--- src/rtl/lfu_pkg.sv ---
// ----------------------------------------------------------------------------
// lfu_pkg
// Types and constants shared by the LFU cache cells and top level.
// ----------------------------------------------------------------------------
package lfu_pkg;

    localparam int DEPTH_DEF       = 16;
    localparam int COUNT_WIDTH_DEF = 16;
    localparam int SLOT_W_MAX      = 8;
    localparam int CNT_W_MAX       = 32;
    localparam int CAP_W           = 5;
    localparam logic [CAP_W-1:0] CAP_RESET = 5'd16;

    localparam logic OP_GET = 1'b0;
    localparam logic OP_PUT = 1'b1;

    typedef struct packed {
        logic               operation;
        logic signed [31:0] key;
        logic signed [31:0] value;
    } t_req;

    typedef struct packed {
        logic               hit;
        logic signed [31:0] read_value;
    } t_rsp;

    typedef enum logic [1:0] {
        ACT_NONE,
        ACT_USE,
        ACT_REPLACE,
        ACT_INSERT
    } t_act;

    typedef enum logic [1:0] {
        ST_IDLE,
        ST_SCAN,
        ST_APPLY
    } t_state;

    // search record handed from cell to cell
    typedef struct packed {
        logic                  found;
        logic [SLOT_W_MAX-1:0] m_slot;
        logic [31:0]           m_value;
        logic [SLOT_W_MAX-1:0] m_rank;
        logic                  free_ok;
        logic [SLOT_W_MAX-1:0] free_slot;
        logic                  have;
        logic [SLOT_W_MAX-1:0] v_slot;
        logic [CNT_W_MAX-1:0]  v_cnt;
        logic [SLOT_W_MAX-1:0] v_rank;
    } t_carry;

    // update broadcast to all cells
    typedef struct packed {
        t_act                  act;
        logic [SLOT_W_MAX-1:0] slot;
        logic [SLOT_W_MAX-1:0] rank;
        logic                  wr_val;
        logic [31:0]           key;
        logic [31:0]           value;
    } t_upd;

endpackage

--- src/rtl/lfu_cell.sv ---
// ----------------------------------------------------------------------------
// lfu_cell
// One cache entry; folds its entry into the passing search record.
// ----------------------------------------------------------------------------
module lfu_cell #(
    parameter int DEPTH       = 16,
    parameter int COUNT_WIDTH = 16,
    parameter int IDX         = 0
) (
    input  logic            i_clk,
    input  logic            i_rst_n,
    input  logic [31:0]     i_key,
    input  lfu_pkg::t_carry i_carry,
    output lfu_pkg::t_carry o_carry,
    input  lfu_pkg::t_upd   i_upd
);
    import lfu_pkg::*;

    localparam int SW = (DEPTH > 1) ? $clog2(DEPTH) : 1;
    localparam int CW = COUNT_WIDTH;
    localparam logic [SLOT_W_MAX-1:0] MY_SLOT = SLOT_W_MAX'(IDX);

    logic          r_valid;
    logic [31:0]   r_key;
    logic [31:0]   r_value;
    logic [CW-1:0] r_cnt;
    logic [SW-1:0] r_rank;
    t_carry        r_carry;
    t_carry        n_carry;

    logic          self;
    logic          older;
    logic [CW-1:0] best_cnt;
    logic [SW-1:0] best_rank;

    always_comb begin
        best_cnt  = i_carry.v_cnt[CW-1:0];
        best_rank = i_carry.v_rank[SW-1:0];
        n_carry   = i_carry;
        if (!i_carry.found && r_valid && r_key == i_key) begin
            n_carry.found   = 1'b1;
            n_carry.m_slot  = MY_SLOT;
            n_carry.m_value = r_value;
            n_carry.m_rank  = SLOT_W_MAX'(r_rank);
        end
        if (!i_carry.free_ok && !r_valid) begin
            n_carry.free_ok   = 1'b1;
            n_carry.free_slot = MY_SLOT;
        end
        if (r_valid && (!i_carry.have || r_cnt < best_cnt ||
                        (r_cnt == best_cnt && r_rank > best_rank))) begin
            n_carry.have   = 1'b1;
            n_carry.v_slot = MY_SLOT;
            n_carry.v_cnt  = CNT_W_MAX'(r_cnt);
            n_carry.v_rank = SLOT_W_MAX'(r_rank);
        end
    end

    always_ff @(posedge i_clk) begin
        r_carry <= n_carry;
    end

    assign o_carry = r_carry;

    assign self  = (i_upd.slot == MY_SLOT);
    assign older = r_valid && (r_rank < i_upd.rank[SW-1:0]);

    always_ff @(posedge i_clk) begin
        if (!i_rst_n) begin
            r_valid <= 1'b0;
        end else begin
            case (i_upd.act)
                ACT_USE: begin
                    if (self) begin
                        if (r_cnt != {CW{1'b1}}) begin
                            r_cnt <= r_cnt + CW'(1);
                        end
                        r_rank <= '0;
                        if (i_upd.wr_val) begin
                            r_value <= i_upd.value;
                        end
                    end else if (older) begin
                        r_rank <= r_rank + SW'(1);
                    end
                end
                ACT_REPLACE: begin
                    if (self) begin
                        r_key   <= i_upd.key;
                        r_value <= i_upd.value;
                        r_cnt   <= CW'(1);
                        r_rank  <= '0;
                    end else if (older) begin
                        r_rank <= r_rank + SW'(1);
                    end
                end
                ACT_INSERT: begin
                    if (self) begin
                        r_valid <= 1'b1;
                        r_key   <= i_upd.key;
                        r_value <= i_upd.value;
                        r_cnt   <= CW'(1);
                        r_rank  <= '0;
                    end else if (r_valid) begin
                        r_rank <= r_rank + SW'(1);
                    end
                end
                default: begin
                end
            endcase
        end
    end

endmodule

--- src/rtl/lfu_cache_lru_tiebreak.sv ---
// ----------------------------------------------------------------------------
// lfu_cache_lru_tiebreak
// LFU key-value cache with LRU tie-break, built as a row of entry cells.
//
//   channel | valid      | ready       | data
//   in      | i_in_valid | o_in_ready  | i_in_data  (t_req)
//   out     | o_out_valid| i_out_ready | o_out_data (t_rsp)
//   cfg     | i_cfg_valid| o_cfg_ready | i_cfg_data (capacity)
//
// A transaction steps through scan, apply and idle: in scan the search record
// ripples through the registered cell row, then the apply step, then idle.
// Synchronous active-low reset empties the cache and sets capacity to 16.
// A stalled output holds the apply step; the next input waits until it is done.
// ----------------------------------------------------------------------------
module lfu_cache_lru_tiebreak #(
    parameter int DEPTH       = lfu_pkg::DEPTH_DEF,
    parameter int COUNT_WIDTH = lfu_pkg::COUNT_WIDTH_DEF
) (
    input  logic                      i_clk,
    input  logic                      i_rst_n,
    input  logic                      i_in_valid,
    output logic                      o_in_ready,
    input  lfu_pkg::t_req             i_in_data,
    output logic                      o_out_valid,
    input  logic                      i_out_ready,
    output lfu_pkg::t_rsp             o_out_data,
    input  logic                      i_cfg_valid,
    output logic                      o_cfg_ready,
    input  logic [lfu_pkg::CAP_W-1:0] i_cfg_data
);
    import lfu_pkg::*;

    localparam int FW = $clog2(DEPTH + 1);
    localparam int CW = (DEPTH > 1) ? $clog2(DEPTH) : 1;

    t_state        r_state;
    t_state        n_state;
    logic [CW-1:0] r_cnt;
    logic [CAP_W-1:0] r_cap;
    logic [FW-1:0] r_filled;
    t_req          r_req;
    logic          r_out_valid;
    t_rsp          r_out;

    t_carry        chain [DEPTH+1];
    t_carry        fin;
    t_upd          upd;
    t_rsp          rsp;
    logic          fire;
    logic [FW-1:0] cap_eff;

    assign chain[0] = '0;
    assign fin      = chain[DEPTH];

    for (genvar g = 0; g < DEPTH; g++) begin : g_cell
        lfu_cell #(
            .DEPTH      (DEPTH),
            .COUNT_WIDTH(COUNT_WIDTH),
            .IDX        (g)
        ) u_cell (
            .i_clk  (i_clk),
            .i_rst_n(i_rst_n),
            .i_key  (r_req.key),
            .i_carry(chain[g]),
            .o_carry(chain[g+1]),
            .i_upd  (upd)
        );
    end

    assign o_cfg_ready = 1'b1;
    assign o_in_ready  = (r_state == ST_IDLE);
    assign o_out_valid = r_out_valid;
    assign o_out_data  = r_out;

    assign cap_eff = (32'(r_cap) > 32'(DEPTH)) ? FW'(DEPTH) : FW'(r_cap);

    always_comb begin
        n_state    = r_state;
        fire       = 1'b0;
        rsp        = '0;
        upd        = '0;
        upd.act    = ACT_NONE;
        upd.key    = r_req.key;
        upd.value  = r_req.value;
        case (r_state)
            ST_IDLE: begin
                if (i_in_valid) begin
                    n_state = ST_SCAN;
                end
            end
            ST_SCAN: begin
                if (r_cnt == CW'(DEPTH - 1)) begin
                    n_state = ST_APPLY;
                end
            end
            ST_APPLY: begin
                if (!r_out_valid || i_out_ready) begin
                    fire    = 1'b1;
                    n_state = ST_IDLE;
                    if (r_req.operation == OP_GET) begin
                        if (fin.found) begin
                            rsp.hit        = 1'b1;
                            rsp.read_value = fin.m_value;
                            upd.act        = ACT_USE;
                            upd.slot       = fin.m_slot;
                            upd.rank       = fin.m_rank;
                        end
                    end else if (cap_eff != '0) begin
                        if (fin.found) begin
                            rsp.hit    = 1'b1;
                            upd.act    = ACT_USE;
                            upd.wr_val = 1'b1;
                            upd.slot   = fin.m_slot;
                            upd.rank   = fin.m_rank;
                        end else if (r_filled >= cap_eff) begin
                            if (fin.have) begin
                                upd.act  = ACT_REPLACE;
                                upd.slot = fin.v_slot;
                                upd.rank = fin.v_rank;
                            end
                        end else if (fin.free_ok) begin
                            upd.act  = ACT_INSERT;
                            upd.slot = fin.free_slot;
                        end
                    end
                end
            end
            default: begin
                n_state = ST_IDLE;
            end
        endcase
    end

    always_ff @(posedge i_clk) begin
        if (!i_rst_n) begin
            r_state     <= ST_IDLE;
            r_cnt       <= '0;
            r_cap       <= CAP_RESET;
            r_filled    <= '0;
            r_out_valid <= 1'b0;
        end else begin
            r_state <= n_state;
            if (i_cfg_valid) begin
                r_cap <= i_cfg_data;
            end
            if (r_state == ST_SCAN) begin
                r_cnt <= r_cnt + CW'(1);
            end else begin
                r_cnt <= '0;
            end
            if (upd.act == ACT_INSERT) begin
                r_filled <= r_filled + FW'(1);
            end
            if (fire) begin
                r_out_valid <= 1'b1;
            end else if (i_out_ready) begin
                r_out_valid <= 1'b0;
            end
        end
    end

    always_ff @(posedge i_clk) begin
        if (r_state == ST_IDLE && i_in_valid) begin
            r_req <= i_in_data;
        end
        if (fire) begin
            r_out <= rsp;
        end
    end

endmodule
--- config.mk ---
export PLATFORM = sky130hd
export DESIGN_NAME = lfu_cache_lru_tiebreak
export DESIGN_NICKNAME = d
export VERILOG_FILES = /design/src/rtl/lfu_pkg.sv /design/src/rtl/lfu_cell.sv /design/src/rtl/lfu_cache_lru_tiebreak.sv
export SDC_FILE = /design/constraint.sdc
export NUM_CORES = 2
export LEC_CHECK = 0
export ABC_AREA = 1
export BUFFER_PORTS_ARGS = -buffer_cell sky130_fd_sc_hd__buf_2
export CAP_MARGIN = 40
export CORE_MARGIN = 1.5
export CORE_UTILIZATION = 50
export CTS_BUF_LIST = sky130_fd_sc_hd__clkbuf_4 sky130_fd_sc_hd__clkbuf_8
export DETAILED_ROUTE_END_ITERATION = 6
export PLACE_DENSITY = 0.69
export SYNTH_ARGS = -nofsm -noshare
export SYNTH_HDL_FRONTEND = slang
export SYNTH_SLANG_ARGS = --single-unit
--- constraint.sdc ---
create_clock -name i_clk -period 8.4 [get_ports i_clk]
set_clock_uncertainty 0.1 [all_clocks]
set_input_delay 1.68 -clock i_clk [delete_from_list [all_inputs] [get_ports i_clk]]
set_output_delay 1.68 -clock i_clk [all_outputs]
set_load 0.005 [all_outputs]
# Word level (Yosys, flattened, before mapping)
# Index checks and enable logic that the tools add are counted.
[word_totals] regBits=2915 in_bits=75 out_inout_bits=36 word_cells=1045
[classes] add_sub_neg=34 n_lt_le_gt_ge=48 n_eq_ne=152 n_mux=250 bitwise_logic=3 n_reduce_logical=277
[op_table] op="2-to-1 mux 32 bit" count=33
[op_table] op="case mux 32 bit (2 select lines)" count=16
[op_table] op="2-to-1 mux 16 bit" count=48
[op_table] op="2-to-1 mux 40 bit" count=15
[op_table] op="equality test 32 bit" count=16
[op_table] op="case mux 16 bit (2 select lines)" count=16
[op_table] op="2-to-1 mux 24 bit" count=14
[op_table] op="2-to-1 mux 4 bit" count=65
[op_table] op="adder 16 x 1 -> 16 bit, second input constant" count=16
[op_table] op="!= test 16 bit, second input constant" count=16
[op_table] op="equality test 16 bit" count=15
[op_table] op="less-than comparator 16 bit" count=15
[op_table] op="AND reduction 5 bit" count=32
[op_table] op="case mux 4 bit (2 select lines)" count=16
[op_table] op="2-to-1 mux 49 bit" count=2
[op_table] op="!= test 2 x 1 -> 1 bit, second input constant" count=49
[op_table] op="!= test 3 x 1 -> 1 bit, second input constant" count=32
[op_table] op="logical AND 1 bit" count=93
[op_table] op="adder 4 x 1 -> 4 bit, second input constant" count=17
[op_table] op="equality test 8 x 4 -> 1 bit, second input constant" count=8
[op_table] op="less-than comparator 4 bit" count=16
[op_table] op="AND reduction 4 bit" count=16
[op_table] op="logical NOT 1 bit" count=61
[op_table] op="> comparator 4 bit" count=15
[op_table] op="31 further kinds" count=122

# Depth between registers and ports, before layout
[logic_depth] ltp_word=14 depth_mapped=20 depth_no_buf=20

# Modules after synthesis
# Synthesis repeated with hierarchy kept, for this count alone.
[hier_totals] cells_unflattened=13112 hier_area_um2=125952.0
[modules_own_cells] module="lfu_cell at g_cell[1].u_cell ..." instances=3 cells_per_inst=791 area_each_um2=7528.5 seq_area_each_um2=4684.5
[modules_own_cells] module="lfu_cell at g_cell[12].u_cell ..." instances=2 cells_per_inst=795 area_each_um2=7619.8 seq_area_each_um2=4684.5
[modules_own_cells] module="lfu_cell at g_cell[10].u_cell ..." instances=2 cells_per_inst=794 area_each_um2=7599.8 seq_area_each_um2=4684.5
[modules_own_cells] module="lfu_cell at g_cell[13].u_cell ..." instances=2 cells_per_inst=792 area_each_um2=7553.5 seq_area_each_um2=4684.5
[modules_own_cells] module="lfu_cell at g_cell[6].u_cell" instances=1 cells_per_inst=815 area_each_um2=7678.6 seq_area_each_um2=4684.5
[modules_own_cells] module="lfu_cell at g_cell[0].u_cell" instances=1 cells_per_inst=799 area_each_um2=7653.6 seq_area_each_um2=4684.5
[modules_own_cells] module="lfu_cell at g_cell[9].u_cell" instances=1 cells_per_inst=809 area_each_um2=7643.6 seq_area_each_um2=4684.5
[modules_own_cells] module="lfu_cell at g_cell[11].u_cell" instances=1 cells_per_inst=786 area_each_um2=7637.3 seq_area_each_um2=4684.5
[modules_own_cells] module="lfu_cell at g_cell[8].u_cell" instances=1 cells_per_inst=798 area_each_um2=7566.0 seq_area_each_um2=4684.5
[modules_own_cells] module="lfu_cell at g_cell[7].u_cell" instances=1 cells_per_inst=793 area_each_um2=7549.7 seq_area_each_um2=4684.5
[modules_own_cells] module="lfu_cell at g_cell[15].u_cell" instances=1 cells_per_inst=789 area_each_um2=7532.2 seq_area_each_um2=4684.5
[modules_own_cells] module="lfu_cache_lru_tiebreak" instances=1 cells_per_inst=388 area_each_um2=4559.4 seq_area_each_um2=3283.1

# Worst setup path after synthesis
# Ideal clock, no wire load.
[synth_timing] path_kind="in2reg" startpoint="input port i_out_ready" endpoint="register g_cell[1].u_cell.r_key[0] (enable)" arrival_time_ns=5.619 required_time_ns=7.879 setup_slack_ns=2.260 cell_stages=14 n_path_buf=3 path_cell_list="nor2_1 -> nor2_4 -> nand3_2 -> nand2_1 -> o21ai_0 -> inv_1 -> ha_1 -> clkbuf_1 -> nor2_1 -> inv_1 -> clkbuf_1 -> nand2_1 -> clkbuf_1 -> nor2_1"
[synth_via] elab_chain_cells=6 elab_cells_between_ends=8
[synth_lines] item="from (decl)" line_no="lfu_cache_lru_tiebreak.sv:25" rtl="input logic i_out_ready,"
[synth_lines] item="logical OR 1 bit *" line_no="lfu_cache_lru_tiebreak.sv:97" rtl="if (!r_out_valid || i_out_ready) begin"
[synth_lines] item="2-to-1 mux 19 bit *" line_no="lfu_cache_lru_tiebreak.sv:97"
[synth_lines] item="2-to-1 mux 19 bit *" line_no="lfu_cache_lru_tiebreak.sv:85" rtl="case (r_state)"
[synth_lines] item="equality test 2 bit" line_no="lfu_cell.sv:72" rtl="case (i_upd.act)"
[synth_lines] item="OR reduction 2 bit (no source line)"
[synth_lines] item="AND reduction 3 bit (no source line) *"
[synth_lines] item="to (signal assigned)" line_no="lfu_cell.sv:88" rtl="r_key <= i_upd.key;"
[synth_lines] item="to (signal assigned)" line_no="lfu_cell.sv:99" rtl="r_key <= i_upd.key;"
[synth_lines] item="to (decl)" line_no="lfu_cell.sv:24" rtl="logic [31:0] r_key;"
# Every way passes the cells marked *; elsewhere a longest branch is shown, timed or not.
# A chain may end at the register's enable or synchronous reset.

# Final worst setup path
[layout_timing] startpoint="register r_cap[4]" endpoint="register g_cell[12].u_cell.r_cnt[12], data pin"
[layout_via] elab_chain_cells=12 elab_cells_between_ends=15
[layout_lines] item="from (decl)" line_no="lfu_cache_lru_tiebreak.sv:39" rtl="logic [CAP_W-1:0] r_cap;"
[layout_lines] item="from (signal assigned)" line_no="lfu_cache_lru_tiebreak.sv:144" rtl="r_cap <= i_cfg_data;"
[layout_lines] item="> comparator 5 bit" line_no="lfu_cache_lru_tiebreak.sv:75" rtl="assign cap_eff = (32'(r_cap) > 32'(DEPTH)) ? FW'(DEPTH) : FW'(r_cap);"
[layout_lines] item="2-to-1 mux 5 bit *" line_no="lfu_cache_lru_tiebreak.sv:75"
[layout_lines] item="greater-or-equal comparator 5 bit" line_no="lfu_cache_lru_tiebreak.sv:115" rtl="end else if (r_filled >= cap_eff) begin"
[layout_lines] item="2-to-1 mux 10 bit" line_no="lfu_cache_lru_tiebreak.sv:115"
[layout_lines] item="2-to-1 mux 18 bit" line_no="lfu_cache_lru_tiebreak.sv:109" rtl="if (fin.found) begin"
[layout_lines] item="2-to-1 mux 19 bit *" line_no="lfu_cache_lru_tiebreak.sv:108" rtl="end else if (cap_eff != '0) begin"
[layout_lines] item="2-to-1 mux 18 bit *" line_no="lfu_cache_lru_tiebreak.sv:100" rtl="if (r_req.operation == OP_GET) begin"
[layout_lines] item="2-to-1 mux 19 bit *" line_no="lfu_cache_lru_tiebreak.sv:97"
[layout_lines] item="2-to-1 mux 19 bit *" line_no="lfu_cache_lru_tiebreak.sv:85"
[layout_lines] item="equality test 2 bit" line_no="lfu_cell.sv:72"
[layout_lines] item="OR reduction 2 bit (no source line)"
[layout_lines] item="case mux 16 bit (2 select lines) *" line_no="lfu_cell.sv:72"
[layout_lines] item="to (signal assigned)" line_no="lfu_cell.sv:76" rtl="r_cnt <= r_cnt + CW'(1);"
[layout_lines] item="to (decl)" line_no="lfu_cell.sv:26" rtl="logic [CW-1:0] r_cnt;"
# Marked as above.

==> flow_metrics.tcl <==
set metrics [dict create \
    p_total_w 0.0249 \
    grt-ovfl-total 0 \
    coreArea_um2 203000 \
    rsz0062_at_grt "no" \
    synth.top_cell.area_share 0.424 \
    cts_sinks 2550 \
    crit_path_max_fanout 84 \
    vias 69800 \
    synthArstFlopShare 0 \
    fin_ws_ps 3170 \
    final_layout_size_suffix_gt1_frac 0.109 \
    ctsHoldBuffers 0 \
    cpPeakStageDelay_ps 830 \
    start_util 0.504 \
    min_period_ps 5230 \
    hp-class "flip-flop to flip-flop" \
    r2r_cells 18 \
    ys_seq_area_frac 0.641 \
    place_congestion 0.864 \
    seq_area_um2 65500 \
    cpMostUsedCell "nand2_1" \
    status "complete, no violations" \
    tns_ps 0 \
    peakVddDrop_uv 176 \
    first_global_vias 68300 \
    cts_buffers 411 \
    drv_slew 0 \
    layout.nets 10800 \
    synth.distinct_cells 65 \
    reg2reg_slack_ps 3170 \
    synth.net_count 10400 \
    fmax_ghz 0.191 \
    grt.total_usage 0.235 \
    grt_max_degree 85 \
    startpoint_type "flip-flop" \
    cp_slowest_cell "buf_4" \
    synth_edf_count 1442 \
    hold-worst-slack_ps 265 \
    p_per_area_nw_per_um2 218 \
    cts_root_buf "clkbuf_8" \
    die_x_um 455 \
    cts_tree "done" \
    hold_depth 2 \
    finalSetupViolations 0 \
    synth_top_area_cell "edfxtp_1" \
    antenna_found_initial 4 \
    ys_warn_count 0 \
    cts_resized 0 \
    r2r_start "r_cap[4]$_SDFFE_PN1P_" \
    dr.pass1.iters 7 \
    multi_input_area_um2 31100 \
    clock_latency_ps 1070 \
    htreeDepth 5 \
    drc 0 \
    dieArea_um2 207000 \
    syn_area_um2 102000 \
    clock_path_buffers 4 \
    syn_inst 9953 \
    hold_violations 0 \
    ys_ff_latch 2550 \
    worstMarginPinSlew_ps 993 \
    critPathKind "flip-flop to flip-flop" \
    timing.max_cap.violations 0 \
    area_growth_pct 12.3 \
    core.rowCount 165 \
    p_leak_nw 46.6 \
    hold_path_end "g_cell[15].u_cell.o_carry[70]$_DFF_P_" \
    io_pins 111 \
    place_ws_ps 2190 \
    port_buffers 109 \
    synth-main-ff-cell "edfxtp_1" \
    slew_headroom 0.338 \
    fill_cells 16700 \
    wl_per_cell_um 18.4 \
    syn_avg_cell_area_um2 10.3 \
    postRouteAntennaNets 0 \
    via_per_inst 5.26 \
    drt_iter0_drc 6758 \
    hpwl_mm 161 \
    synth_area_leaders "edfxtp_1 42%, dfxtp_1 22%, nand2_1 9.7%, ha_1 4.8%, inv_1 3.9%" \
    wirelength_mm 245 \
    critPathArrivalTime_ps 5990 \
    die_y_um 455 \
    worstReg2RegEnd "g_cell[12].u_cell.r_cnt[12]$_SDFFCE_PN0P_" \
    required_ps 9160 \
    hold_start "g_cell[14].u_cell.o_carry[70]$_DFF_P_" \
    postCtsSetupBuffers 0 \
    path_cells "inv_1 -> nand2_1 -> ha_1 -> nand2_1 -> nor2_1 -> nand2_1 -> nand3_1 -> nand2_1 -> inv_1 -> o21ai_0 -> inv_1 -> ha_1 -> buf_4 -> nor2_4 -> buf_4 -> buf_4 -> o21ai_0 -> a21oi_1" \
    fin_crit_sh 0.623 \
    clk_pin_slew_ps 60 \
    grt_first_pass_wirelength_mm 379 \
    end_kind "flip-flop" \
]
-- cells in the mapped netlist (8+ instances only) --
cell type and instances:
nand2_1 2642, edfxtp_1 1442, dfxtp_1 1108, inv_1 1066
nor2_1 610, nand3_1 575, o21ai_0 436, ha_1 392
a21oi_1 362, nor3_1 142, xor2_1 141, clkbuf_1 135
buf_2 122, xnor2_1 97, or2_2 92, nand4_1 91
nor4_1 67, o22ai_1 65, a211oi_1 41, inv_2 33
o2111ai_1 31, buf_4 28, buf_6 28, o211ai_1 21
o21a_1 18, a221oi_1 15, o21ai_1 15, buf_1 14
and3_1 12, nor3b_1 12, a31oi_1 9, a22o_1 8
-- power by group --
| group | internal [W] | switching [W] | total, W |
|---|---|---|---|
| registers | 0.0133 | 0.000112 | 0.0134 |
| logic | 0.000161 | 0.000482 | 0.000643 |
| clock network | 0.00616 | 0.00473 | 0.0109 |
-- layer usage --
layer	global-route usage	share of wire	vias up
met5	0	0	-
met4	0.0894	0.036	0
met3	0.0406	0.079	606
met2	0.376	0.45	2684
met1	0.319	0.43	32800
li1	-	-	33800
-- how the worst max path moves through the flow --
stage / cells after the start / end / start
6_report: 18 / g_cell[12].u_cell.r_cnt[12]$_SDFFCE_PN0P_ / r_cap[4]$_SDFFE_PN1P_
5_1_grt: 18 / g_cell[11].u_cell.r_cnt[8]$_SDFFCE_PN0P_ / r_cap[4]$_SDFFE_PN1P_
4_1_cts: 18 / g_cell[12].u_cell.r_cnt[12]$_SDFFCE_PN0P_ / r_cap[4]$_SDFFE_PN1P_
3_5_place_dp: 15 / g_cell[14].u_cell.r_key[27]$_DFFE_PP_ / i_out_ready
3_3_place_gp: 16 / g_cell[0].u_cell.r_cnt[1]$_SDFFCE_PN0P_ / i_out_ready
2_1_floorplan: 14 / g_cell[1].u_cell.r_key[0]$_DFFE_PP_ / i_out_ready
-- state kept, by name, summed over array words and instances, names as in the netlist --
register               cells
g_cell.u_cell.o_carry   1075
g_cell.u_cell.r_cnt      256
g_cell.u_cell.r_key      512
g_cell.u_cell.r_rank      64
g_cell.u_cell.r_valid     16
g_cell.u_cell.r_value    512
o_out_data                33
o_out_valid                1
r_cap                      5
r_cnt                      4
r_filled                   5
r_req                     65
r_state                    2
-- through the flow --
step	instances	area [um2]	util
floorplan	9953	102000	-
global placement	12500	106000	0.521
detailed placement	12500	106000	0.524
CTS	13300	115000	0.566
global route	13300	115000	0.566
finish	13300	115000	0.566
-- cells by family (layout without fill, tap and decap cells) --
family	count (synthesis)	after routing	synth area share
buf+inv	1437	2096	0.0578
fa+ha+maj	392	392	0.0480
flops	2550	2550	0.641
simple gates	4289	4289	0.176
other cells	1	6	0.0000367
compound gates	1046	1046	0.0569
xor+xnor	238	238	0.0204
-- layout make-up --
type | instances | area share
Antenna cell | 5 | 0.000109
Clock buffer | 643 | 0.0681
Clock inverter | 93 | 0.00601
Inverter | 1106 | 0.0364
Multi-Input combinational cell | 5966 | 0.271
Sequential cell | 2550 | 0.571
Tap cell | 2672 | 0.0292
Timing Repair Buffer | 254 | 0.0178
-- critical path: cells and delay by family (launching register included) --
kind / cells / cell delay, ps
AND/OR/NAND/NOR: 7 / 1010
buffers and inverters: 6 / 2090
flip-flops: 1 / 300
AO/OA/AOI/OAI: 3 / 860
adder cells (fa/ha/maj): 2 / 500
-- placed cells by master, fill, tap and decap left out, types with 346 or more instances in the layout --
master,count
dfxtp_1,1108
nand2_1,2642
a21oi_1,346
clkbuf_8,476
inv_1,1064
o21ai_0,436
nor2_1,591
edfxtp_1,1442
ha_1,392
nand3_1,572
(Power assumes the default switching activity.)
